`src/hw/rtl/ptst_pkg.sv`:
```
// Package for the process/thread slot table.
// Holds command codes, status codes and the control/status structs shared by
// the controller, the datapath and the top level. No dependencies.
`default_nettype none

package ptst_pkg;

    localparam logic [2:0] MODE_ADD_PROC  = 3'd0;
    localparam logic [2:0] MODE_ADD_THR   = 3'd1;
    localparam logic [2:0] MODE_FIND_TID  = 3'd2;
    localparam logic [2:0] MODE_FIND_PID  = 3'd3;
    localparam logic [2:0] MODE_REM_THR   = 3'd4;
    localparam logic [2:0] MODE_REM_PROC  = 3'd5;
    localparam logic [2:0] MODE_RD_PH     = 3'd6;
    localparam logic [2:0] MODE_RD_TH     = 3'd7;

    localparam logic [1:0] ST_OK    = 2'd0;
    localparam logic [1:0] ST_FULL  = 2'd1;
    localparam logic [1:0] ST_MISS  = 2'd2;
    localparam logic [1:0] ST_STALE = 2'd3;

    typedef struct packed {
        logic load;
        logic rd;
        logic finish;
    } ptst_cmd_t;

    typedef struct packed {
        logic scan;
        logic hit;
        logic last;
    } ptst_stat_t;

endpackage

`default_nettype wire

```
`src/hw/rtl/ptst_ctrl.sv`:
```
// Controller of the process/thread slot table: sequences load, memory reads,
// the slot scan and the result handoff; owns the channel handshakes.
// Depends on ptst_pkg.
`default_nettype none

module ptst_ctrl (
    input  wire logic                  clk,
    input  wire logic                  rst_n,
    input  wire logic                  in_valid,
    output logic                       in_ready,
    output logic                       out_valid,
    input  wire logic                  out_ready,
    input  wire ptst_pkg::ptst_stat_t  st,
    output ptst_pkg::ptst_cmd_t        cmd
);

    localparam logic [1:0] S_IDLE = 2'd0;
    localparam logic [1:0] S_RD   = 2'd1;
    localparam logic [1:0] S_EV   = 2'd2;

    logic [1:0] state_reg;
    logic [1:0] state_next;
    logic       out_valid_reg;
    logic       out_valid_next;
    logic       can_finish;

    assign can_finish = !out_valid_reg || out_ready;

    always_comb
    begin
        cmd        = '0;
        state_next = state_reg;
        unique case (state_reg)
            S_IDLE:
            begin
                if (in_valid)
                begin
                    cmd.load   = 1'b1;
                    state_next = S_RD;
                end
            end
            S_RD:
            begin
                cmd.rd     = 1'b1;
                state_next = S_EV;
            end
            S_EV:
            begin
                if (can_finish)
                begin
                    if (!st.scan || st.hit || st.last)
                    begin
                        cmd.finish = 1'b1;
                        state_next = S_IDLE;
                    end
                    else
                    begin
                        cmd.rd = 1'b1;
                    end
                end
            end
            default:
            begin
                state_next = S_IDLE;
            end
        endcase
    end

    always_comb
    begin
        if (cmd.finish)
            out_valid_next = 1'b1;
        else if (out_ready)
            out_valid_next = 1'b0;
        else
            out_valid_next = out_valid_reg;
    end

    always_ff @(posedge clk or negedge rst_n)
    begin
        if (!rst_n)
        begin
            state_reg     <= S_IDLE;
            out_valid_reg <= 1'b0;
        end
        else
        begin
            state_reg     <= state_next;
            out_valid_reg <= out_valid_next;
        end
    end

    assign in_ready  = state_reg == S_IDLE;
    assign out_valid = out_valid_reg;

    a_no_overwrite: assert property (@(posedge clk) disable iff (!rst_n)
        cmd.finish |-> (!out_valid_reg || out_ready))
        else $error("result register overwritten while held");

    a_finish_shows: assert property (@(posedge clk) disable iff (!rst_n)
        cmd.finish |=> out_valid_reg)
        else $error("finished beat not presented");

    a_accept_reads: assert property (@(posedge clk) disable iff (!rst_n)
        (in_valid && in_ready) |=> (state_reg == S_RD && !out_valid_next) || state_reg == S_RD)
        else $error("accepted beat not followed by a read");

    a_no_load_busy: assert property (@(posedge clk) disable iff (!rst_n)
        cmd.load |-> (!cmd.rd && !cmd.finish))
        else $error("load overlaps work on previous beat");

endmodule

`default_nettype wire

```
`config.mk`:
```
export PLATFORM = sky130hd
export DESIGN_NAME = ptst_ctrl
export DESIGN_NICKNAME = d
export VERILOG_FILES = /design/src/hw/rtl/ptst_pkg.sv /design/src/hw/rtl/ptst_ctrl.sv
export SDC_FILE = /design/constraint.sdc
export NUM_CORES = 1
export LEC_CHECK = 0
export BUFFER_PORTS_ARGS = -buffer_cell sky130_fd_sc_hd__buf_2
export CAP_MARGIN = 20
export CORE_AREA = 2 2 39 41
export DETAILED_ROUTE_END_ITERATION = 10
export DIE_AREA = 0 0 41 43
export GPL_TIMING_DRIVEN = 0
export HOLD_SLACK_MARGIN = 0.02
export PLACE_DENSITY = 0.43
export SLEW_MARGIN = 25
export SYNTH_ARGS = -nofsm -noshare
export SYNTH_HDL_FRONTEND = slang
export SYNTH_SLANG_ARGS = --single-unit
export TNS_END_PERCENT = 5
```
`constraint.sdc`:
```
create_clock -name clk -period 1.8 [get_ports clk]
set_input_delay 0.18 -clock clk [delete_from_list [all_inputs] [get_ports clk]]
set_output_delay 0.18 -clock clk [all_outputs]
set_load 0.05 [all_outputs]
```
==> impl_metrics.ini <==
[yosys]
syn_area_um2 = 277
ys_warn_count = 0
synth_simple_gate_area_share = 0.367
synth-adder-area-share = 0.181
avgSynthCellArea_um2 = 9.22
synth_cell_types = 19
yosysSeqAreaShare = 0.271
syn_inst = 30
ys_ff_latch = 3
synth.area.mux_share = 0
synth_top_family_by_area = simple AND/OR/NAND/NOR gates
synth_xor_area_frac = 0
synth_compound_area_frac = 0.113
syn_nets = 41

[status]
status = finished, final reports clean

[min_path]
hold_class = in -> async

[finish]
diodes = 0
largest_register_ffs = 2
area_delta_synth_final_pct = 41.2
fin_nets = 58
layout-drive-gt1-share = 0.391
nFillCells = 155
final_area_um2 = 390
final_common_cell = buf_2

[pwr]
switching_share = 0.537
p_int_uw = 324
p_sw_uw = 375
p_leak_nw = 0.192
p_total_uw = 699
power.share.clock = 0.169
ir_worst_vdd_v = 0.000545
power-per-cell-area_nw_per_um2 = 1790
seq_power_share = 0.175
p_comb_frac = 0.656

[placed_design]
dpl_cell_area_um2 = 352
gp_congestion = 0.643
port_buffers = 11
hpwl_um = 437

[setup_path]
cp_top_family = buffers and inverters
reg2regPathDepth = 5
cp_cell_sequence = inv_1 -> ha_2 -> nand2_1 -> nor2_1 -> buf_4 -> buf_2
crit_buf_inv = 3
crit_required_ns = 1.62
cp.arrival_ns = 1.46
cp_slowest_cell = dfrtp_1
cp-end-kind = output pin
worst-path-stages = 6
critPathMaxStageDelay_ns = 0.39
crit_fanout = 7
cp-start-kind = register
critical_path_class = reg -> out

[clocking]
clock_sinks = 3
clk_pin_slew_ns = 0.04
clk_path_buf_depth = 2
numCtsBuffers = 3
post_cts_buffers = 0
clk_latency_ns = 0.23
clock-root-buffer = clkbuf_4
cts_tree = yes
cts-htree-levels = 1

[global_routing]
grt_pass1_wl_um = 786
grt_use_total = 0.0725
grt_max_degree = 8
grt-ovfl-total = 0
grt_pass1_vias = 224
antenna_found_initial = 0

[die]
initial_utilization = 0.200
rows = 14
core_area_um2 = 1380
dieArea_um2 = 1760
die_y_um = 43
die_x_um = 41
io_pins = 12

[timing]
setup_viol = 0
fin_tns_setup_ns = 0
fin_skew_ns = 0.00241
grt_setup_unrepaired = false
max_freq_ghz = 0.610
worstMarginPinSlew_ns = 0.249
layout_min_cycle_time_ns = 1.64
slew_violations = 0
hold_viol_final = 0
max_slew_margin = 0.835
period_share = 0.910

[detailed_routing]
dr.pass1.iters = 2
vias = 256
dr.first_iter.drc_count = 2
vias_per_cell = 4.13
wl_per_cell_um = 8.58
drtAntennaViolNets = 0
drc_errors = 0
wl_um = 532

[flow_run]
drv_cap = 0
stage by stage:
| stage | utilization | worst slack, ns | std cells | hold slack (ns) |
|---|---|---|---|---|
| finish | 0.282 | 0.162 | 62 | 0.274 |
| detailed placement | 0.254 | 0.335 | 57 | -0.0218 |
| floorplan | - | 0.0216 | 30 | -0.116 |
| global placement | 0.254 | 0.334 | 57 | -0.0219 |
| CTS | 0.280 | 0.0778 | 62 | 0.261 |
| global route | 0.282 | 0.0531 | 62 | 0.277 |
synth_stat cells:
cell | number | area (um2)
nand4bb_1 | 1 | 11.3
o21ai_0 | 3 | 15.0
and3b_1 | 1 | 8.76
buf_4 | 1 | 7.51
and2b_1 | 1 | 7.51
nor3b_2 | 1 | 12.5
a31oi_1 | 1 | 6.26
nand2b_4 | 1 | 13.8
nand2_1 | 1 | 3.75
nor2b_1 | 1 | 6.26
and2_1 | 1 | 6.26
dfrtp_1 | 3 | 75.1
or2b_1 | 1 | 7.51
o21ai_1 | 2 | 10.0
ha_1 | 4 | 50.1
nand4_1 | 2 | 12.5
nor2_1 | 1 | 3.75
inv_1 | 3 | 11.3
nand3b_1 | 1 | 7.51
cell type report:
type,instances,area [um2],share of cell area
inverters,3,11.3,0.0288
well taps,16,20.0,0.0513
flip-flops and latches,3,75.1,0.192
plain buffers,1,7.51,0.0192
repair buffers,12,65.1,0.167
multi-input cells,23,185,0.474
clock buffers,4,26.3,0.0673
power by group through the flow:
| stage | sequential, mW | combinational (mW) | clock [mW] |
|---|---|---|---|
| after floorplan | 0.158 | 0.332 | 0 |
| after global placement | 0.122 | 0.463 | 0 |
| after detailed placement | 0.124 | 0.462 | 0 |
| after CTS | 0.123 | 0.465 | 0.126 |
| after global routing | 0.126 | 0.502 | 0.131 |
| final | 0.122 | 0.459 | 0.118 |
final timing paths:
kind                                end  slack [ns]          from
max                              cmd[0]        0.16  state_reg[0]
min                           out_valid        0.27         rst_n
max reg2reg                state_reg[0]        0.56  state_reg[0]
min reg2reg                state_reg[0]        0.58  state_reg[0]
max in group asynchronous  state_reg[1]        1.42         rst_n
min in group clk              out_valid        0.29         st[0]
what timing repair did:
action	4_1_cts	5_1_grt
hold endpoints to repair	3	0
resized for setup	0	1
hold buffers	1	0
setup endpoints to repair	0	2
kinds of logic (layout without fill, tap and decap cells):
| logic type | Yosys count | in the layout |
|---|---|---|
| AO/OA/AOI/OAI | 6 | 6 |
| AND/OR/NAND/NOR | 13 | 13 |
| flip-flops | 3 | 3 |
| adder cells (fa/ha/maj) | 4 | 4 |
| buffers and inverters | 4 | 20 |
routing by layer:
layer  part of all wire  GRT usage  routed length (um)  vias up
li1                   -          -                   -      135
met1               0.46     0.0877                 246      115
met2               0.49     0.0844                 263        6
met3              0.043     0.0314                  23        0
met4                  0     0.0800                   0        0
met5                  0          0                   0        -
No activity file was read; power rests on OpenSTA's default activity.
